[src/sv/hnc_queue.sv]
// Small register FIFO between the front and back parts.
// Depends on nothing; width set by parameter.
`timescale 1ns / 1ps
module hnc_queue #(
  parameter int unsigned DW    = 8,
  parameter int unsigned DEPTH = 4
) (
  input  logic          clk_i,
  input  logic          rst_ni,
  input  logic          push_i,
  input  logic [DW-1:0] push_data_i,
  input  logic          pop_i,
  output logic [DW-1:0] pop_data_o,
  output logic          full_o,
  output logic          empty_o
);
  localparam int unsigned PW = (DEPTH > 1) ? $clog2(DEPTH) : 1;
  localparam int unsigned CW = $clog2(DEPTH + 1);

  logic [DW-1:0] mem_q [DEPTH];
  logic [PW-1:0] wr_q, wr_d, rd_q, rd_d;
  logic [CW-1:0] cnt_q, cnt_d;

  assign full_o     = (cnt_q == CW'(DEPTH));
  assign empty_o    = (cnt_q == '0);
  assign pop_data_o = mem_q[rd_q];

  always_comb begin
    wr_d  = wr_q;
    rd_d  = rd_q;
    cnt_d = cnt_q;
    if (push_i) begin
      wr_d = (wr_q == PW'(DEPTH - 1)) ? '0 : wr_q + PW'(1);
    end
    if (pop_i) begin
      rd_d = (rd_q == PW'(DEPTH - 1)) ? '0 : rd_q + PW'(1);
    end
    if (push_i && !pop_i) cnt_d = cnt_q + CW'(1);
    else if (!push_i && pop_i) cnt_d = cnt_q - CW'(1);
  end

  always_ff @(posedge clk_i or negedge rst_ni) begin
    if (!rst_ni) begin
      wr_q  <= '0;
      rd_q  <= '0;
      cnt_q <= '0;
    end else begin
      wr_q  <= wr_d;
      rd_q  <= rd_d;
      cnt_q <= cnt_d;
    end
  end

  always_ff @(posedge clk_i) begin
    if (push_i) mem_q[wr_q] <= push_data_i;
  end
endmodule

[config.mk]
export PLATFORM = sky130hd
export DESIGN_NAME = hnc_queue
export DESIGN_NICKNAME = d
export VERILOG_FILES = /design/src/sv/hnc_queue.sv
export SDC_FILE = /design/constraint.sdc
export NUM_CORES = 1
export LEC_CHECK = 0
export BUFFER_PORTS_ARGS = -buffer_cell sky130_fd_sc_hd__buf_4
export CAP_MARGIN = 5
export CORE_MARGIN = 3
export CORE_UTILIZATION = 50
export DETAILED_ROUTE_END_ITERATION = 6
export HOLD_SLACK_MARGIN = 0.06
export PLACE_DENSITY = 0.71
export RECOVER_POWER = 100
export SLEW_MARGIN = 20
export SYNTH_ARGS = -nofsm -noshare
export SYNTH_HDL_FRONTEND = slang
export SYNTH_SLANG_ARGS = --single-unit
[constraint.sdc]
create_clock -name clk_i -period 1.76 [get_ports clk_i]
set_input_delay 0.176 -clock clk_i [delete_from_list [all_inputs] [get_ports clk_i]]
set_output_delay 0.176 -clock clk_i [all_outputs]
set_load 0.1 [all_outputs]
==> Word-level counts from Yosys, hierarchy flattened <==
Memory sizes are Yosys's and may differ from the RTL's.
Cells that the tools add are included.
W data, S select, Z words.
{ "classes": {"addsub": 4, "n_eq_ne": 3, "reduce_logical": 6, "muxes": 6} }
{ "ops": {"columns": ["cell", "n"], "rows": [
  ["$mux W3", 2],
  ["$add A2 B1 Y2 const B", 2],
  ["$eq A2 B2 Y1 const B", 2],
  ["$mux W2", 2],
  ["$add A3 B1 Y3 const B", 1],
  ["$eq A3 B3 Y1 const B", 1],
  ["$logic_not A3 Y1", 1],
  ["$sub A3 B1 Y3 const B", 1],
  ["$logic_and A1 B1 Y1", 2],
  ["$logic_not A1 Y1", 2],
  ["$mux W1", 2],
  ["$reduce_bool A2 Y1", 1]
]} }
{ "totals": {"register_bits": 7, "inputBits": 12, "n_memories": 1, "ram_bits": 32, "output_inout_bits": 10} }
{ "mem_list": {"columns": ["name", "depth", "width", "read_ports", "rd_ports_with_merged_regs", "write_ports", "line_no", "text"], "rows": [
  ["mem_q", 4, 8, 1, 0, 1, "20", "logic [DW-1:0] mem_q [DEPTH];"]
]} }

==> Logic depth before layout (Yosys ltp) <==
Gate-level depths: netlist of run 1.
{ "logic_depth": {"ltp_word": 4, "mapped_depth": 7} }

==> Least setup slack after synthesis of run 1 <==
OpenSTA, ideal clock, no wires.
{ "synth_timing": {"kind": "reg2out", "start": "register cnt_q[0]", "end": "output port full_o", "slack_ns": -1.051, "path_buffers": 0, "arrival_ns": 2.635, "path_stages_with_launch": 2, "t_required_ns": 1.584, "cell_sequence": "dfrtp_1 nor3b_1"} }
{ "synth_via": {"elab_chain_len": 1} }
{ "synth_rtl": {"columns": ["item", "line_no", "text"], "rows": [
  ["start, declared", "22", "logic [CW-1:0] cnt_q, cnt_d;"],
  ["start signal, assigned", "50", "cnt_q <= cnt_d;"],
  ["$eq A3 B3 Y1", "24", "assign full_o = (cnt_q == CW'(DEPTH));"],
  ["end, declared", "14", "output logic full_o,"]
]} }
Every way passes these cells.

==> Worst setup path after layout of run 1 <==
{ "layout_timing": {"start": "register rd_q[0]", "end": "output port pop_data_o[1]"} }
{ "layout_via": {"elab_chain_len": 1} }
{ "layout_rtl": {"columns": ["item", "line_no", "text"], "rows": [
  ["start, declared", "21", "logic [PW-1:0] wr_q, wr_d, rd_q, rd_d;"],
  ["start signal, assigned", "49", "rd_q <= rd_d;"],
  ["$mem_v2 Z4 W8", null, null],
  ["end, declared", "13", "output logic [DW-1:0] pop_data_o,"]
]} }
Every way passes these cells.

==> results_tabular.tex, run 1 <==
\begin{tabular}{lr}
\hline
Metric & Value \\
\hline
\multicolumn{2}{l}{\textbf{Critical path}} \\
Critical setup path kind & reg2out \\
Buffering stage count on the worst path with inverters included & 2 \\
Largest fanout of any net on the critical path & 6 \\
Worst stage delay on the critical path & 0.52 ns \\
Critical Path AT & 1.57 ns \\
Required time of the worst setup path & 1.58 ns \\
Cell class contributing the biggest share of worst-path delay & multiplexers \\
Setup crit end kind & primary output \\
CP cell instances & buf\_4 > mux4\_2 > buf\_6 \\
Master of the slowest instance on the critical path & mux4\_2 \\
Critical path startpoint category & flop \\
R2R setup slack & 0.20 ns \\
\multicolumn{2}{l}{\textbf{Timing}} \\
Setup repair after global routing missed its margin & yes \\
Fmax achieved & 0.573 GHz \\
Setup slack after layout & 0.0143 ns \\
Normalized max-slew margin & 55.5\% \\
Hold violation count in the final report & 0 \\
Final worst clock skew & 0.00887 ns \\
Final count of pins violating max slew & 0 \\
Final-layout setup total negative slack & 0 ns \\
Final cycle utilization of the critical path & 99.2\% \\
Worst Tran Pin Value & 0.667 ns \\
Min cycle time layout & 1.75 ns \\
Final setup violation count & 0 \\
\multicolumn{2}{l}{\textbf{Clocking}} \\
CTS tree & done \\
Buffer levels on the longest clock path & 2 \\
Latest clock arrival within the worst-skew pair & 0.33 ns \\
Clock tree root buffer cell & clkbuf\_4 \\
Clock sink count & 39 \\
Setup repair bufs after CTS & 0 \\
Clock transition at the registers of the reported paths & 0.10 ns \\
Maximum level of the CTS H-tree & 2 \\
CTS Buf Count & 5 \\
\multicolumn{2}{l}{\textbf{Status}} \\
Result of the run & finished, final reports clean \\
\multicolumn{2}{l}{\textbf{Final layout}} \\
Final instance area & 0.00194 mm\^{}2 \\
Antenna fix cells & 0 \\
Leading cell type in the layout, fill and taps excluded & edfxtp\_1 \\
Layout overhead on the synthesized area & 23.3\% \\
FILL cells & 207 \\
Top library cells by usage in the layout, fill and taps aside & edfxtp\_1 (32), clkbuf\_1 (11), dlygate4sd3\_1 (9), mux4\_2 (8), buf\_6 (8) \\
Ratio of cells with drive above 1 in the final layout & 28.2\% \\
Nets@finish & 135 \\
\multicolumn{2}{l}{\textbf{Hold path}} \\
Worst Hold Class & in2reg \\
\multicolumn{2}{l}{\textbf{Die}} \\
Initial cell density of the core & 54.6\% \\
Die Span X & 62.0 um \\
Number of standard-cell rows in the floorplan & 19 \\
Floorplan die height & 62.0 um \\
Full die area & 0.00385 mm\^{}2 \\
I/O pin total & 22 \\
Area of the core & 0.00288 mm\^{}2 \\
\multicolumn{2}{l}{\textbf{Placement}} \\
Instance area at placement & 0.00180 mm\^{}2 \\
Number of buffers added on ports & 21 \\
Worst slack at placement & 0.190 ns \\
Placer congestion estimate & 0.663 \\
Detailed placement HPWL & 1.68 mm \\
\multicolumn{2}{l}{\textbf{Routing}} \\
Count of routing violations after the opening detailed-route iteration & 41 \\
Vias & 773 \\
Total wire length & 2.46 mm \\
Residual antenna-violating net count after detailed routing & 0 \\
DRC viols & 0 \\
First-pass detailed-route iteration total & 4 \\
Vias per inst & 4.86 \\
Per-cell routed wire length & 15.5 um \\
\multicolumn{2}{l}{\textbf{Synth}} \\
Flip-flop and latch count after synthesis & 39 \\
Total of warnings raised by yosys & 0 \\
Adder-cell area share of the yosys netlist & 6.06\% \\
Mapped cell area & 0.00157 mm\^{}2 \\
Post-Synthesis Net Count & 98 \\
Syn Area/Cell & 19.9 um\^{}2 \\
Post-Synth XOR/XNOR Area & 1.67\% \\
Register area share after synthesis & 72.4\% \\
Post-synthesis share of cell area spent on and, or, nand and nor gates & 3.43\% \\
Main combinational cell family by area after synthesis & multiplexers \\
Share of the synthesized area in compound gates (AO/OA/AOI/OAI) & 0.637\% \\
Number of cells produced by synthesis & 79 \\
Count of cell types in the netlist & 18 \\
Post-synthesis mux area share & 13.6\% \\
\multicolumn{2}{l}{\textbf{Global routing}} \\
Number of antenna violations at the first check in global routing & 0 \\
Largest net degree at the start of global routing & 12 \\
Vias in the first global route & 823 \\
Total routing usage reported by global routing & 15.7\% \\
First-pass GRT wire length & 3.96 mm \\
Gr ovfl total & 0 \\
\multicolumn{2}{l}{\textbf{Flow run}} \\
Reported max-cap violation count & 0 \\
\hline
\end{tabular}
==> timing repair <==
action | 4_1_cts | 5_1_grt
endpoints found under the setup margin | 8 | 8
cloned | 0 | 0
hold buffers | 9 | 0
resized for setup | 8 | 0
pin swaps | 0 | 0
hold endpoints to repair | 39 | 0
==> worst paths after layout <==
path	start	end	cells after the start
max	rd_q[0]	pop_data_o[1]	3
min	push_i	wr_q[1]	2
min reg2reg	cnt_q[2]	cnt_q[2]	1
max in group asynchronous	rst_ni	rd_q[1]	2
max reg2reg	cnt_q[0]	cnt_q[2]	4
min in group asynchronous	rst_ni	cnt_q[2]	2
==> cell families (layout without fill, tap and decap cells) <==
kind of cell | count (synthesis) | after routing
DFF | 39 | 39
muxes | 11 | 11
and+or+nand+nor | 10 | 10
adders and majority gates | 7 | 7
buffers and inverters | 7 | 45
xor gates and xnor gates | 3 | 3
AOI/OAI and AO/OA | 2 | 2
==> registers in the layout (all words and copies together) (netlist names) <==
name,cells
mem_q,32
cnt_q,3
rd_q,2
wr_q,2
==> through the flow <==
stage          utilization (%)  cells  hold slack, ns
2_1_floorplan                -     79          -0.120
3_3_place_gp              62.6    142        -0.00421
3_5_place_dp              62.6    142        -0.00377
4_1_cts                   68.6    159          0.0673
5_1_grt                   67.3    159          0.0786
6_report                  67.3    159          0.0768
==> final cells by class <==
class | instances | area, um^2 | area share [%]
flip-flops and latches | 39 | 1140 | 58.7
clock buffers | 7 | 45.0 | 2.33
well taps | 42 | 52.6 | 2.71
repair buffers | 32 | 256 | 13.3
clock inverters | 1 | 5.00 | 0.259
multi-input cells | 33 | 422 | 21.8
inverters | 5 | 18.8 | 0.970
==> routing by layer <==
layer / GRT usage [%] / vias to the layer above / part of all wire, % / wire length, um
met3: 5.99 / 6 / 4.1 / 100
met2: 25.6 / 18 / 52 / 1270
met1: 18.5 / 377 / 43 / 1050
li1: - / 372 / - / -
met4: 7.27 / 0 / 1.6 / 40
met5: 0 / - / 0 / 0
==> synthesized netlist by cell type <==
master     n  share of area (%)
edfxtp_1  32                 61
mux2_2     3                2.2
nand2_1    1               0.24
nor3b_1    1               0.48
and2_1     4                1.6
nor2_1     2               0.48
buf_6      1               0.72
nor3_1     1               0.32
buf_2      1               0.32
o21ai_0    2               0.64
mux4_2     8                 11
ha_1       6                4.8
xor2_1     2                1.1
nand3_1    1               0.32
fa_1       1                1.3
dfrtp_1    7                 11
xnor2_1    1               0.56
inv_1      5                1.2
Power of run 1 is not shown: default switching activity piles up to over one toggle a cycle in this logic, so the estimate is an artifact.
==> run 2, diff against run 1 <==
CTS_CLUSTER_DIAMETER = 60   (was default)
clock period = 1.62 ns   (was 1.76 ns; I/O delays follow)
==> run 2 against run 1 <==
Net effect: the run now ends with negative setup slack left; critical path depth is the same; setup slack lost 0.14 ns; flip-flop and latch count is the same; clock skew is essentially flat; core utilization grew 2.3 points; global-route usage grew 0.51 points; wire length grew 5.3%; non-clock buffer count grew 9; design area grew 3.4%; die area is the same; register-to-register slack lost 0.06 ns.
==> results_tabular.tex, run 2 (synthesis results as in run 1) <==
\begin{tabular}{lr}
\hline
Metric & Value \\
\hline
\multicolumn{2}{l}{\textbf{Status}} \\
Result of the run & finished, violations left \\
Violated checks & negative setup slack \\
\multicolumn{2}{l}{\textbf{Global routing}} \\
Largest net degree at the start of global routing & 13 (+1) \\
First-pass GRT wire length & 4.13 mm (+4.4\%) \\
Number of antenna violations at the first check in global routing & 0 (unchanged) \\
Vias in the first global route & 889 (+8.0\%) \\
Busiest layer in global routing & met2 \\
Gr ovfl total & 0 (unchanged) \\
Met3 capacity usage during global routing & 6.82\% (+0.83 points) \\
Total routing usage reported by global routing & 16.2\% (+0.51 points) \\
GR met1 Demand/Resource & 18.3\% (-0.22 points) \\
Met2 demand-to-capacity share in global routing & 27.4\% (+1.8 points) \\
\multicolumn{2}{l}{\textbf{Final layout}} \\
Top library cells by usage in the layout, fill and taps aside & edfxtp\_1 (32), clkbuf\_1 (16), dlygate4sd3\_1 (10), buf\_6 (10), mux4\_2 (8) \\
Layout Utilization & 69.6\% (+2.3 points) \\
Ratio of cells with drive above 1 in the final layout & 29.4\% (+1.2 points) \\
Antenna fix cells & 0 (unchanged) \\
Registers with the highest flip-flop counts & mem\_q: 32 flops, cnt\_q: 3 flops \\
Layout overhead on the synthesized area & 27.4\% \\
Number of flip-flops in the largest register & 32 (unchanged) \\
Register ranked first by flip-flop count & mem\_q \\
Leading cell type in the layout, fill and taps excluded & edfxtp\_1 \\
Nets@finish & 144 (+6.7\%) \\
\multicolumn{2}{l}{\textbf{Die}} \\
Number of standard-cell rows in the floorplan & 19 (unchanged) \\
Area of the core & 0.00288 mm\^{}2 (unchanged) \\
I/O pin total & 22 (unchanged) \\
Die Span X & 62.0 um (unchanged) \\
Full die area & 0.00385 mm\^{}2 (unchanged) \\
Floorplan die height & 62.0 um (unchanged) \\
Initial cell density of the core & 54.6\% (unchanged) \\
\multicolumn{2}{l}{\textbf{Timing}} \\
Normalized max-slew margin & 68.9\% (+13 points) \\
Setup slack after layout & -0.127 ns (-0.141 ns) \\
Final cycle utilization of the critical path & 108\% \\
Worst Tran Pin Value & 0.467 ns (-0.200 ns) \\
Min cycle time layout & 1.75 ns \\
Fmax achieved & 0.572 GHz \\
Final setup violation count & 9 (+9) \\
Setup repair after global routing missed its margin & yes \\
Final count of pins violating max slew & 0 (unchanged) \\
Final worst clock skew & 0.00855 ns (-0.000322 ns) \\
Hold violation count in the final report & 0 (unchanged) \\
\multicolumn{2}{l}{\textbf{Routing}} \\
Residual antenna-violating net count after detailed routing & 0 (unchanged) \\
Vias & 841 (+8.8\%) \\
Total wire length & 2.59 mm (+5.3\%) \\
Per-cell routed wire length & 15.4 um (-0.36\%) \\
DRC viols & 0 (unchanged) \\
Count of routing violations after the opening detailed-route iteration & 20 (-51\%) \\
First-pass detailed-route iteration total & 4 (unchanged) \\
Vias per inst & 5.01 (+3.0\%) \\
\multicolumn{2}{l}{\textbf{Critical path}} \\
Buffering stage count on the worst path with inverters included & 2 (unchanged) \\
Critical Path AT & 1.58 ns (about the same) \\
Master of the slowest instance on the critical path & mux4\_2 \\
Required time of the worst setup path & 1.46 ns (-0.12 ns) \\
Critical path startpoint category & flop \\
CP cell instances & buf\_6 > mux4\_2 > buf\_6 \\
Worst stage delay on the critical path & 0.52 ns (about the same) \\
Cell class contributing the biggest share of worst-path delay & multiplexers \\
Largest fanout of any net on the critical path & 6 (unchanged) \\
Critical setup path kind & reg2out \\
Cell occurring most often along the worst timing path & buf\_6 \\
Worst R2R Path Depth & 4 (unchanged) \\
Setup crit end kind & primary output \\
Crit. path cell count & 3 (unchanged) \\
\multicolumn{2}{l}{\textbf{Clocking}} \\
CTS tree & done \\
Clock sink count & 39 (unchanged) \\
Latest clock arrival within the worst-skew pair & 0.34 ns (about the same) \\
CTS Buf Count & 5 (unchanged) \\
Buffer levels on the longest clock path & 2 (unchanged) \\
Maximum level of the CTS H-tree & 2 (unchanged) \\
Clock tree root buffer cell & clkbuf\_4 \\
Clock transition at the registers of the reported paths & 0.10 ns (about the same) \\
\multicolumn{2}{l}{\textbf{Placement}} \\
Placer congestion estimate & 0.667 (+0.68\%) \\
Number of buffers added on ports & 21 (unchanged) \\
Detailed placement HPWL & 1.81 mm (+7.9\%) \\
\multicolumn{2}{l}{\textbf{Hold path}} \\
Worst hold path cell count & 2 (unchanged) \\
Worst Hold Class & in2reg \\
\multicolumn{2}{l}{\textbf{Flow run}} \\
Reported max-cap violation count & 0 (unchanged) \\
\hline
\end{tabular}
-- run 2: cell types whose count changed in the layout (fill, tap and decap cells not counted) --
cell	previous run	this run
and2_0	4	3
and2_1	0	1
buf_4	4	3
buf_6	8	10
clkbuf_1	11	16
clkbuf_2	0	1
clkbuf_8	0	1
dlygate4sd3_1	9	10
ha_1	6	5
ha_2	0	1
-- run 2: worst paths after layout --
check	from	slack, ns	to
worst min-delay path	pop_i	0.1	rd_q[0]
worst min register to register	cnt_q[2]	0.57	cnt_q[2]
worst max-delay path	rd_q[0]	-0.13	pop_data_o[3]
min in group asynchronous	rst_ni	0.24	cnt_q[0]
max in group asynchronous	rst_ni	1.11	wr_q[1]
worst max register to register	wr_q[0]	0.14	mem_q[2][4]
-- run 2: worst register-to-register path, stage by stage (launching register included) --
cell and delay, ns:
dfrtp_1 0.42, inv_1 0.13, ha_1 0.15, and2_0 0.15, clkbuf_1 0.30
-- run 2: layout make-up --
class | count | area, um^2
clock buffers | 7 | 55.1
well taps | 42 | 52.6
inverters | 5 | 18.8
multi-input cells | 33 | 424
flip-flops and latches | 39 | 1140
fillers | 202 | 876
repair buffers | 41 | 309
clock inverters | 1 | 5.00
-- run 2: metal layers --
layer | wire [um] | vias up | share of wire, %
met3 | 112 | 7 | 4.3
met4 | 40 | 0 | 1.5
met1 | 1030 | 415 | 40
met5 | 0 | - | 0
li1 | - | 399 | -
met2 | 1410 | 20 | 54
-- run 2: per-stage QoR --
step | hold slack (ns) | std cells | setup slack, ns | cell area (um^2) | TNS (ns)
after floorplan | -0.134 | 79 | 0.137 | 1590 | 0
after global placement | -0.0213 | 148 | 0.195 | 1850 | 0
after detailed placement | -0.0214 | 148 | 0.163 | 1850 | 0
after CTS | 0.0874 | 166 | -0.161 | 2040 | -1.20
after global routing | 0.0718 | 168 | -0.231 | 2000 | -1.86
final | 0.0979 | 168 | -0.127 | 2000 | -0.972
-- run 2: what timing repair did --
action / 4_1_cts / 5_1_grt
setup buffers: 0 / 2
hold endpoints to repair: 40 / 0
hold buffers: 10 / 0
resized for setup: 9 / 3
setup endpoints to repair: 8 / 10
pin swaps: 0 / 1
Power of run 2 is left out for the same reason.
