<file path="config.mk">
export PLATFORM = sky130hd
export DESIGN_NAME = hnc_front
export DESIGN_NICKNAME = d
export VERILOG_FILES = /design/src/sv/hnc_pkg.sv /design/src/sv/hnc_front.sv
export SDC_FILE = /design/constraint.sdc
export NUM_CORES = 1
export LEC_CHECK = 0
export ABC_CLOCK_PERIOD_IN_PS = 3500
export BUFFER_PORTS_ARGS = -buffer_cell sky130_fd_sc_hd__buf_2
export CORE_MARGIN = 8
export CORE_UTILIZATION = 30
export CTS_BUF_LIST = sky130_fd_sc_hd__clkbuf_4
export CTS_CLUSTER_DIAMETER = 200
export DETAILED_ROUTE_END_ITERATION = 6
export PLACE_DENSITY = 0.58
export SYNTH_ARGS = -nofsm -noshare
export SYNTH_HDL_FRONTEND = slang
export SYNTH_SLANG_ARGS = --single-unit
export TNS_END_PERCENT = 1
</file>
<file path="constraint.sdc">
create_clock -name clk_i -period 3.5 [get_ports clk_i]
set_input_delay 0.7 -clock clk_i [delete_from_list [all_inputs] [get_ports clk_i]]
set_output_delay 0.7 -clock clk_i [all_outputs]
set_load 0.02 [all_outputs]
</file>
<file path="src/sv/hnc_pkg.sv">
// Shared types and constants for the height-map normal generator.
// No dependencies; imported by the top, front and back modules and the testbench.
`timescale 1ns / 1ps
package hnc_pkg;

  localparam int unsigned HEIGHT_W = 20;
  localparam int unsigned NX_W     = 16;
  localparam int unsigned NZ_W     = 15;
  localparam int unsigned COLUMN_W = 11;
  localparam int unsigned ROW_W    = 16;
  localparam int unsigned CFG_IDX_W  = 4;
  localparam int unsigned CFG_DATA_W = 16;
  localparam int unsigned GW_W     = 12;

  localparam logic [14:0] ONE_Q14 = 15'd16384;
  localparam logic [9:0]  Z_UNITS = 10'd512;
  // 512^2, the z term of the squared length
  localparam logic [41:0] Z_SQ    = 42'd262144;

  typedef enum logic [CFG_IDX_W-1:0] {
    REG_GRID_WIDTH  = 4'd0,
    REG_GRID_HEIGHT = 4'd1
  } cfg_reg_e;

  typedef enum logic [11:0] {
    S_IDLE = 12'b000000000001,
    S_PICK = 12'b000000000010,
    S_READ = 12'b000000000100,
    S_DIFF = 12'b000000001000,
    S_SQX  = 12'b000000010000,
    S_SQY  = 12'b000000100000,
    S_MM   = 12'b000001000000,
    S_STEP = 12'b000010000000,
    S_MLO  = 12'b000100000000,
    S_MHI  = 12'b001000000000,
    S_CMP  = 12'b010000000000,
    S_OUT  = 12'b100000000000
  } back_state_e;

  typedef enum logic [1:0] {
    COMP_X = 2'd0,
    COMP_Y = 2'd1,
    COMP_Z = 2'd2
  } comp_e;

  // row slots cycle 0,1,2
  function automatic logic [1:0] slot_next(input logic [1:0] s);
    slot_next = (s == 2'd2) ? 2'd0 : s + 2'd1;
  endfunction

  function automatic logic [1:0] slot_prev(input logic [1:0] s);
    slot_prev = (s == 2'd0) ? 2'd2 : s - 2'd1;
  endfunction

endpackage

</file>
<file path="src/sv/hnc_front.sv">
// Front part: raster position tracking and classification of each sample.
// Depends on hnc_pkg; feeds hnc_queue.
`timescale 1ns / 1ps
module hnc_front
  import hnc_pkg::*;
#(
  parameter int unsigned CW = 11,
  parameter int unsigned WW = 12,
  parameter int unsigned DW = 8
) (
  input  logic                clk_i,
  input  logic                rst_ni,
  input  logic                restart_i,
  input  logic [WW-1:0]       width_i,
  input  logic [ROW_W:0]      height_i,
  input  logic                accept_i,
  input  logic [HEIGHT_W-1:0] sample_i,
  output logic [DW-1:0]       entry_o
);
  logic [CW-1:0]    col_q, col_d;
  logic [ROW_W-1:0] row_q, row_d;
  logic [1:0]       slot_q, slot_d;
  logic             row_end, last_row, emit_up, emit_left, emit_self;

  assign row_end   = (WW'(col_q) + WW'(1)) == width_i;
  assign last_row  = ((ROW_W + 1)'(row_q) + (ROW_W + 1)'(1)) == height_i;
  assign emit_up   = (row_q != '0);
  assign emit_left = last_row && (col_q != '0);
  assign emit_self = last_row && row_end;

  assign entry_o = {sample_i, col_q, row_q, slot_q, emit_up, emit_left, emit_self};

  always_comb begin
    col_d  = col_q;
    row_d  = row_q;
    slot_d = slot_q;
    if (restart_i) begin
      col_d  = '0;
      row_d  = '0;
      slot_d = '0;
    end else if (accept_i) begin
      if (row_end) begin
        col_d = '0;
        if (last_row) begin
          row_d  = '0;
          slot_d = '0;
        end else begin
          row_d  = row_q + ROW_W'(1);
          slot_d = slot_next(slot_q);
        end
      end else begin
        col_d = col_q + CW'(1);
      end
    end
  end

  always_ff @(posedge clk_i or negedge rst_ni) begin
    if (!rst_ni) begin
      col_q  <= '0;
      row_q  <= '0;
      slot_q <= '0;
    end else begin
      col_q  <= col_d;
      row_q  <= row_d;
      slot_q <= slot_d;
    end
  end
endmodule

</file>
Yosys cells after proc, flatten, opt, wreduce, memory -nomap -nowiden
Index checks and enable logic that the tools add are counted.

cells by class
  add/subtract/negate cells = 5
  $mul = 0
  div/mod/pow operators = 0
  magnitude comparators = 0
  eq/ne operators = 3
  shifts and indexed selects = 0
  mux-type cells = 12
  bitwise gates (word level) = 0
  reductions and logical operators = 7

operator list
  cell                                            count
  2-to-1 mux 16 bit                               4
  2-to-1 mux 11 bit                               3
  adder 16 x 1 -> 17 bit (second input constant)  1
  equality test 17 bit                            1
  adder 16 x 1 -> 16 bit (second input constant)  1
  nonzero test 16 bit                             1
  adder 11 x 1 -> 12 bit (second input constant)  1
  equality test 12 bit                            1
  adder 11 x 1 -> 11 bit (second input constant)  1
  nonzero test 11 bit                             1
  2-to-1 mux 2 bit                                5
  nonzero test 2 bit                              2
  adder 2 x 1 -> 2 bit (second input constant)    1
  equality test 2 bit (second input constant)     1
  logical AND 1 bit                               2
  AND reduction 2 bit                             1

word-level totals
  flip-flop bits (word level) = 29
  latch bits = 0
  RAM bits = 0
  bits in read-only memories = 0
  bits of input ports = 53
  output and inout port bits = 8
  logic and storage cells = 30
  memories = 0

Logic depth before layout (Yosys ltp)
Gate-level depths: netlist of run 1.

  depth after elaboration = 6
  mapped depth = 10
  gate-level depth less buffers = 9

Worst setup path before layout of run 1
Ideal clock, no wire load.

  path type = register -> output
  start = register col_q[0]
  end = output port entry_o[0]
  arrival time = 2521 ps
  data required time = 2800 ps
  path slack = 279 ps
  stages on the path, launching flop included = 11
  path buffers = 3
  cell sequence = dfrtp_1 -> ha_1 -> clkbuf_1 -> inv_1 -> or3_1 -> o32ai_1 -> a31oi_1 -> or3_1 -> clkbuf_1 -> nor2_1 -> buf_4

between the ends
  cells in the longest elaborated chain, start to end = 3

ends and longest elaborated chain
  element                   line             source
  start: declaration        hnc_front.sv:20  logic [CW-1:0] col_q, col_d;
  start signal: assignment  hnc_front.sv:63  col_q <= col_d;
  adder 11 x 1 -> 12 bit    hnc_front.sv:25  assign row_end = (WW'(col_q) + WW'(1)) == width_i;
  equality test 12 bit      hnc_front.sv:25
  logical AND 1 bit         hnc_front.sv:29  assign emit_self = last_row && row_end;
  end: declaration          hnc_front.sv:18  output logic [DW-1:0] entry_o

Every way passes these cells.

Final worst setup path of run 1
  start = register row_q[0]
  end = output port entry_o[1]

between the ends
  cells in the longest elaborated chain, start to end = 3

ends and longest elaborated chain
  element                   line             source
  start: declaration        hnc_front.sv:21  logic [ROW_W-1:0] row_q, row_d;
  start signal: assignment  hnc_front.sv:64  row_q <= row_d;
  adder 16 x 1 -> 17 bit    hnc_front.sv:26  assign last_row = ((ROW_W + 1)'(row_q) + (ROW_W + 1)'(1)) == height_i;
  equality test 17 bit      hnc_front.sv:26
  logical AND 1 bit         hnc_front.sv:28  assign emit_left = last_row && (col_q != '0);

Every way passes these cells.

==> results of run 1 <==
==> cell families (layout without fill, tap and decap cells) <==
logic type                 Yosys count  count (layout)  share of synthesized area (%)
muxes                               14              14                           5.54
DFF                                 29              29                           26.1
xor gates and xnor gates            39              39                           12.3
and+or+nand+nor                    134             134                           27.4
AOI/OAI and AO/OA                   66              66                           18.5
buffers and inverters               52              95                           8.46
adders and majority gates            4               4                           1.80
==> power by group through the flow <==
| stage | Sequential [uW] | Clock, uW | Combinational, uW |
|---|---|---|---|
| 2_1_floorplan | 346 | 0 | 62.2 |
| 3_3_place_gp | 348 | 0 | 103 |
| 3_5_place_dp | 348 | 0 | 106 |
| 4_1_cts | 342 | 358 | 107 |
| 5_1_grt | 342 | 378 | 125 |
| 6_report | 341 | 350 | 112 |
==> synth_stat cells (3+ instances only) <==
library cell	count	area (um2)
nand4_1	9	56.3
nand3_1	23	115
nor2b_1	7	43.8
mux2i_1	12	120
nor4_1	9	56.3
inv_1	15	56.3
and4_1	3	26.3
clkbuf_1	19	71.3
xor2_1	12	105
or4_1	4	30.0
nor3_1	10	50.1
xnor2_1	27	236
buf_4	6	45.0
ha_1	4	50.1
a21oi_1	4	20.0
a2bb2oi_1	11	96.3
buf_1	3	11.3
a211oi_1	3	22.5
nand3b_1	3	22.5
nor2_1	22	82.6
a22oi_1	8	60.1
a31oi_1	4	25.0
a221o_1	6	60.1
and3_1	6	37.5
nand2_1	20	75.1
dfrtp_1	29	726
buf_2	8	40.0
o21ai_0	7	35.0
o2111ai_1	3	26.3
==> through the flow <==
stage,instances,setup WS [ns],util [%],TNS [ns]
global route,492,-0.0201,37.0,-0.0312
floorplan,338,0.279,-,0
detailed placement,477,0.195,34.3,0
CTS,485,0.0100,35.6,0
global placement,477,0.183,34.3,0
finish,492,0.0997,37.0,0
==> cell type report <==
| cell class | count | area (um2) | share of cell area, % |
|---|---|---|---|
| multi-input cells | 257 | 1890 | 56.1 |
| flip-flops and latches | 29 | 733 | 21.8 |
| repair buffers | 72 | 445 | 13.2 |
| well taps | 111 | 139 | 4.13 |
| clock inverters | 3 | 65.1 | 1.93 |
| inverters | 15 | 56.3 | 1.67 |
| clock buffers | 5 | 37.5 | 1.12 |
==> worst paths after layout <==
kind	from	endpoint	slack [ns]
max	row_q[0]	entry_o[1]	0.1
min in group clk_i	slot_q[0]	slot_q[0]	0.57
max in group asynchronous	rst_ni	col_q[4]	2.67
min	rst_ni	row_q[2]	0.38
min reg2reg	slot_q[0]	slot_q[0]	0.57
max reg2reg	row_q[0]	row_q[13]	0.22
==> metal layers <==
layer  up-vias  global-route usage (%)
met4         0                    2.97
met5         -                       0
li1       1324                       -
met1      1258                    16.7
met2        70                    20.4
met3         6                    3.01
==> state kept, by name (all words and copies together), names as in the netlist <==
signal  count
slot_q      2
row_q      16
col_q      11
==> repair_timing <==
action,CTS,global route
setup endpoints to repair,2,2
pin swaps,1,6
resized for setup,7,13
cloned,0,0
buffers inserted,0,7
==> impl_metrics.toml, run 1 <==
[clock_network]
clk_pin_slew_worst_paths_ns = 0.10
cts_inserted_buffers = 5
clock_path_buffers = 2
clk_latency_ns = 0.33
clk_root_buffer_cell = "clkbuf_4"
ctsHoldBuffers = 0
ctsHtreeMaxLevel = 2
cts_tree = "yes"
cts.sinks = 29

[timing]
layout_worst_path_cycle_share_pct = 97.2
tightest_slew_ns = 0.648
finalHoldViolations = 0
fin_skew_ns = 0.0111
rsz0062_at_grt = "true"
finalSetupViolCount = 0
drv_slew = 0
max_freq_ghz = 0.294
fin_crit_ns = 3.40
slew_headroom_pct = 56.8
hold_slack_ns = 0.380

[final_layout]
fillers = 954
nets = 437
final_cell_mix = "38 x buf_2, 34 x buf_4, 26 x xnor2_1"
finalInstanceArea_um2 = 3370
final_common_cell = "buf_2"
diodes = 0
drive_gt1_share_pct = 28.1
areaGrowthSynthToFinish_pct = 21.1

[yosys]
synthArstFlopShare_pct = 100
synth_flop_cell = "dfrtp_1"
synthCells = 338
synthesis.area_um2 = 2780
synth_edf_count = 0
ys_warn_count = 0
synth_fp_nets = 395
yosysUniqueCellTypes = 58
ys_ff_latch = 29
syn_avg_cell_area_um2 = 8.23
yosysSeqAreaShare_pct = 26.1

[worst_setup_path]
cp-start-kind = "register"
cp_num_cells = 8
ff2ff_path_depth = 7
crit_required_ns = 2.80
cp_max_fo = 7
crit_slowest_cell = "or4_1"
crit_arrival_ns = 2.70
endpoint_kind = "output port"
path_cells = "nand4_4 -> buf_4 -> or4_1 -> xnor2_2 -> and4_1 -> nand3_1 -> a31oi_2 -> buf_4"
cpMostUsedCell = "buf_4"
slowest_delay_ns = 0.57
timing.critical_path.buf_inv = 2
worstSetupPathType = "register to output port"
cp_top_family = "simple AND/OR/NAND/NOR gates"

[global_route]
grt_usage_pct = 12.7
antenna_found_initial = 0
grt_start_max_net_pins = 30
grt_pass1_vias = 2602
overflow = 0
grt_pass1_wl_um = 13200

[power]
total_power_uw = 803
power.internal_uw = 609
clockPowerShare_pct = 43.5
swShare_pct = 24.2
power.switching_uw = 195
powerDensity_nw_per_um2 = 239
leakage_uw = 0.00136
max-vdd-ir-drop_mv = 0.141
seq_power_share_pct = 42.5
power_frac_comb_pct = 14.0

[floorplanning]
fp.dieH_um = 112
die-area_um2 = 12600
ios = 61
coreArea_um2 = 9110
start_util_pct = 30.5
die_w_um = 112
placementRows = 35

[detailed_routing]
wl_per_cell_um = 16.0
drtIter0Drc = 130
routed.top_layer = "met4"
wirelength_met1_um = 3730
routed-via-count = 2658
drc = 0
postRouteAntennaNets = 0
vias_per_cell = 5.40
drt_pre_antenna_iters = 4
routed-wl-met2_um = 3590
drt-total-wl_um = 7860
route.met3.wl_um = 465

[placement]
globalplace.congestion = 0.904
io_buffer_count = 40
dp_hpwl_um = 6020
placed_area_um2 = 3130

[job]
maxCapViolCount = 0

[outcome]
status = "completed"

[hold_path]
min_path_type = "input pin to asynchronous set/reset pin"
No activity file was read; power rests on OpenSTA's default activity.
==> run 2: changes to the inputs <==
GPL_TIMING_DRIVEN = 0   (was default)
==> impl_metrics.toml, run 2 (same netlist as run 1, synthesis figures left out) <==
[worst_setup_path]
timing.critical_path.buf_inv = 4
cp_max_fo = 9
slowest_delay_ns = 0.33
cp-start-kind = "register"
path_cells = "clkbuf_4 -> nand4_1 -> or2_1 -> clkbuf_1 -> mux4_2 -> and4_1 -> nand3_2 -> a31oi_2 -> buf_4 -> buf_6"
worstSetupPathType = "register to output port"
crit_required_ns = 2.80
crit_arrival_ns = 2.78
crit_slowest_cell = "dfrtp_1"
endpoint_kind = "output port"
cp_top_family = "simple AND/OR/NAND/NOR gates"

[timing]
max_freq_ghz = 0.288
fin_crit_ns = 3.48
rsz0062_at_grt = "true"
layout_worst_path_cycle_share_pct = 99.3
fin_skew_ns = 0.0141
finalSetupViolCount = 0
slew_headroom_pct = 53.5
worst_slack_ns = 0.0231
drv_slew = 0
finalHoldViolations = 0
tightest_slew_ns = 0.693

[final_layout]
largest_registers = "row_q (16), col_q (11), slot_q (2)"
final-seq-area_um2 = 733
drive_gt1_share_pct = 31.2
final_cell_mix = "40 x buf_2, 29 x buf_4, 25 x xnor2_1"
diodes = 0
fillers = 941
final_common_cell = "buf_2"
top_register = "row_q"
instances_no_fill = 505
largest_reg_flops = 16
areaGrowthSynthToFinish_pct = 27.3
multiInputGateArea_um2 = 2040
nets = 450

[power]
max-vdd-ir-drop_mv = 0.0962
leakage_uw = 0.00141
total_power_uw = 677
powerDensity_nw_per_um2 = 191

[global_route]
overflow = 0
antenna_found_initial = 0
grt_usage_pct = 12.4
grt_start_max_net_pins = 30
grt_pass1_wl_um = 13000
grt_pass1_vias = 2649

[clock_network]
cts.sinks = 29
cts_tree = "yes"
clk_latency_ns = 0.34
clk_pin_slew_worst_paths_ns = 0.11
clk_root_buffer_cell = "clkbuf_4"
clock_path_buffers = 2
cts_inserted_buffers = 5
ctsHoldBuffers = 0
ctsHtreeMaxLevel = 2

[hold_path]
min_path_type = "input pin to asynchronous set/reset pin"

[placement]
dp.cells = 488
globalplace.congestion = 0.862
dp_slack_ns = -0.343
dp_hpwl_um = 5950
io_buffer_count = 39

[floorplanning]
die-area_um2 = 12600
start_util_pct = 30.5
placementRows = 35
coreArea_um2 = 9110
fp.dieH_um = 112
die_w_um = 112
ios = 61

[detailed_routing]
routed-wl-met2_um = 3910
routed-via-count = 2760
wl_per_cell_um = 16.4
postRouteAntennaNets = 0
wirelength_met1_um = 3800
route.met3.wl_um = 455
drt-total-wl_um = 8270
vias_per_cell = 5.47
drt_pre_antenna_iters = 4
drtIter0Drc = 114
routed.top_layer = "met4"
drc = 0

[outcome]
status = "completed"

[job]
maxCapViolCount = 0
## run 2: layout make-up
type                    instances  share of cell area, %
well taps                     111                   3.92
plain buffers                  25                   4.31
repair buffers                 60                   10.1
inverters                      15                   1.59
multi-input cells             257                   57.8
clock buffers                   5                   1.06
flip-flops and latches         29                   20.7
clock inverters                 3                  0.495
## run 2: final timing paths
path | from | end | slack [ns] | cells past startpoint
min | rst_ni | row_q[4] | 0.38 | 1
max in group asynchronous | rst_ni | col_q[1] | 2.63 | 1
min in group clk_i | row_q[3] | row_q[3] | 0.55 | 1
min reg2reg | row_q[3] | row_q[3] | 0.55 | 1
max reg2reg | row_q[0] | row_q[10] | 0.12 | 8
max | row_q[5] | entry_o[1] | 0.02 | 10
## run 2: timing repair
item | 4_1_cts | 5_1_grt
gates cloned | 0 | 0
resized for setup | 18 | 34
setup endpoints to repair | 20 | 20
pin swaps | 3 | 9
buffers inserted | 8 | 13
## run 2: report_power, final
part	switching, uW	internal, uW
clock network	130	75.6
registers	3.76	337
logic	72.9	57.9
total	207	470
## run 2: metrics by stage
stage                     hold slack, ns  util [%]  setup TNS (ns)  instance area (um2)
after global routing               0.439      38.9          -0.165                 3540
final                              0.383      38.9               0                 3540
after detailed placement           0.543      34.2           -3.41                 3110
after CTS                          0.406      36.1               0                 3290
after global placement             0.532      34.2           -2.95                 3110
after floorplan                    0.404         -               0                 2780
## run 2: routing by layer
metal	vias up	track usage, %
met1	1323	15.4
met3	10	3.06
met2	81	20.9
met5	-	0
li1	1346	-
met4	0	3.69
==> run 3: changes to the inputs <==
ABC_CLOCK_PERIOD_IN_PS = 3800   (was 3500)
clock period = 3.8 ns   (was 3.5 ns; I/O delays follow)
==> impl_metrics.toml, run 3 (same netlist as run 1, synthesis figures left out) <==
[outcome]
status = "completed"

[floorplanning]
die-area_um2 = 12600
placementRows = 35
fp.dieH_um = 112
start_util_pct = 30.5
die_w_um = 112
ios = 61
coreArea_um2 = 9110

[final_layout]
nets = 441
largest_registers = "row_q (16), col_q (11), slot_q (2)"
final-seq-area_um2 = 731
multiInputGateArea_um2 = 1860
final_common_cell = "buf_2"
final_cell_mix = "47 x buf_2, 27 x xnor2_1, 25 x dfrtp_1"
areaGrowthSynthToFinish_pct = 16.3
fillers = 970
final_util_pct = 35.5
top_register = "row_q"
drive_gt1_share_pct = 23.1
instances_no_fill = 496
diodes = 0
largest_reg_flops = 16

[detailed_routing]
drc = 0
drt-total-wl_um = 7830
vias_per_cell = 5.35
drt_pre_antenna_iters = 4
wl_per_cell_um = 15.8
routed-via-count = 2653
drtIter0Drc = 110
postRouteAntennaNets = 0

[worst_setup_path]
cp-start-kind = "register"
cp_max_fo = 7
worstSetupPathType = "register to output port"
crit_arrival_ns = 2.92
endpoint_kind = "output port"
crit_required_ns = 3.04
path_cells = "clkbuf_1 -> nand4_1 -> or4_1 -> xnor2_1 -> nor4_2 -> nand3_1 -> a31oi_1 -> buf_4 -> buf_2"
cp_top_family = "simple AND/OR/NAND/NOR gates"
crit_slowest_cell = "or4_1"
timing.critical_path.buf_inv = 3
slowest_delay_ns = 0.57

[power]
power_frac_comb_pct = 17.0
swShare_pct = 29.6
powerDensity_nw_per_um2 = 187
seq_power_share_pct = 52.0
power.internal_uw = 425
clockPowerShare_pct = 31.0
max-vdd-ir-drop_mv = 0.0884
power.switching_uw = 179
leakage_uw = 0.00129

[timing]
fin_crit_ns = 3.68
max_freq_ghz = 0.272
rsz0062_at_grt = "true"
tightest_slew_ns = 1.09
fin_skew_ns = 0.0128
slew_headroom_pct = 26.4
finalSetupViolCount = 0
hold_slack_ns = 0.449
worst_slack_ns = 0.120
drv_slew = 0
layout_worst_path_cycle_share_pct = 96.8
finalHoldViolations = 0

[clock_network]
ctsHtreeMaxLevel = 2
cts_tree = "yes"
clk_root_buffer_cell = "clkbuf_4"
clk_latency_ns = 0.33
cts.sinks = 29
cts_inserted_buffers = 5
clock_path_buffers = 2
clk_pin_slew_worst_paths_ns = 0.11

[global_route]
grt_usage_pct = 12.3
grt_pass1_vias = 2607
grt_pass1_wl_um = 12800
grt_start_max_net_pins = 30
overflow = 0
antenna_found_initial = 0

[placement]
io_buffer_count = 39
dp.cells = 488
dp_slack_ns = -0.0794
globalplace.congestion = 0.862
dp_hpwl_um = 5950

[hold_path]
min_path_type = "input pin to asynchronous set/reset pin"

[job]
maxCapViolCount = 0
## run 3: path summary, 6_finish.rpt
kind                            from          to  slack [ns]  depth (start not counted)
setup reg to reg            col_q[0]    row_q[4]        0.22                         10
hold / removal                rst_ni    row_q[4]        0.45                          1
hold reg to reg            slot_q[0]   slot_q[0]        0.56                          1
setup / recovery           row_q[10]  entry_o[1]        0.12                          9
max in group asynchronous     rst_ni    col_q[1]        2.87                          1
min in group clk_i         slot_q[0]   slot_q[0]        0.56                          1
## run 3: timing repair
action | 4_1_cts | 5_1_grt
pin swaps | 2 | 0
setup endpoints to repair | 10 | 10
gates resized for setup | 5 | 7
hold buffers | 0 | 0
buffers inserted | 5 | 0
## run 3: per-layer routing
metal	up-vias	routed length (um)	track usage, %
li1	1328	-	-
met1	1231	3690	15.3
met2	80	3570	20.4
met3	14	425	3.06
met4	0	152	3.69
met5	-	0	0
## run 3: layout make-up
| class | instances | share of cell area, % |
|---|---|---|
| buffer | 32 | 4.95 |
| clock buffer | 5 | 1.16 |
| clock inverter | 3 | 0.542 |
| inverter | 15 | 1.74 |
| multi-input combinational | 257 | 57.5 |
| sequential | 29 | 22.6 |
| tap | 111 | 4.30 |
| timing repair buffer | 44 | 7.20 |
## run 3: worst register-to-register path: stages (launching register included)
cell,delay (ns)
dfrtp_2,0.46
inv_1,0.08
ha_1,0.35
xor2_1,0.18
a2111oi_1,0.42
o2111ai_1,0.22
buf_4,0.19
nor4_2,0.81
clkbuf_1,0.47
a2bb2oi_1,0.20
mux2i_1,0.09
## run 3: power by group through the flow
stage	clock network (uW)	logic, uW	registers (uW)
2_1_floorplan	0	57.3	318
3_3_place_gp	0	96.5	320
3_5_place_dp	0	98.5	320
4_1_cts	196	103	314
5_1_grt	206	113	315
6_report	187	103	314
## run 3: per-stage QoR
| step | TNS [ns] | cell area [um2] | total power, uW |
|---|---|---|---|
| floorplan | 0 | 2780 | 376 |
| global placement | -0.133 | 3110 | 417 |
| detailed placement | -0.150 | 3110 | 418 |
| CTS | 0 | 3210 | 612 |
| global route | -0.547 | 3230 | 634 |
| finish | 0 | 3230 | 604 |
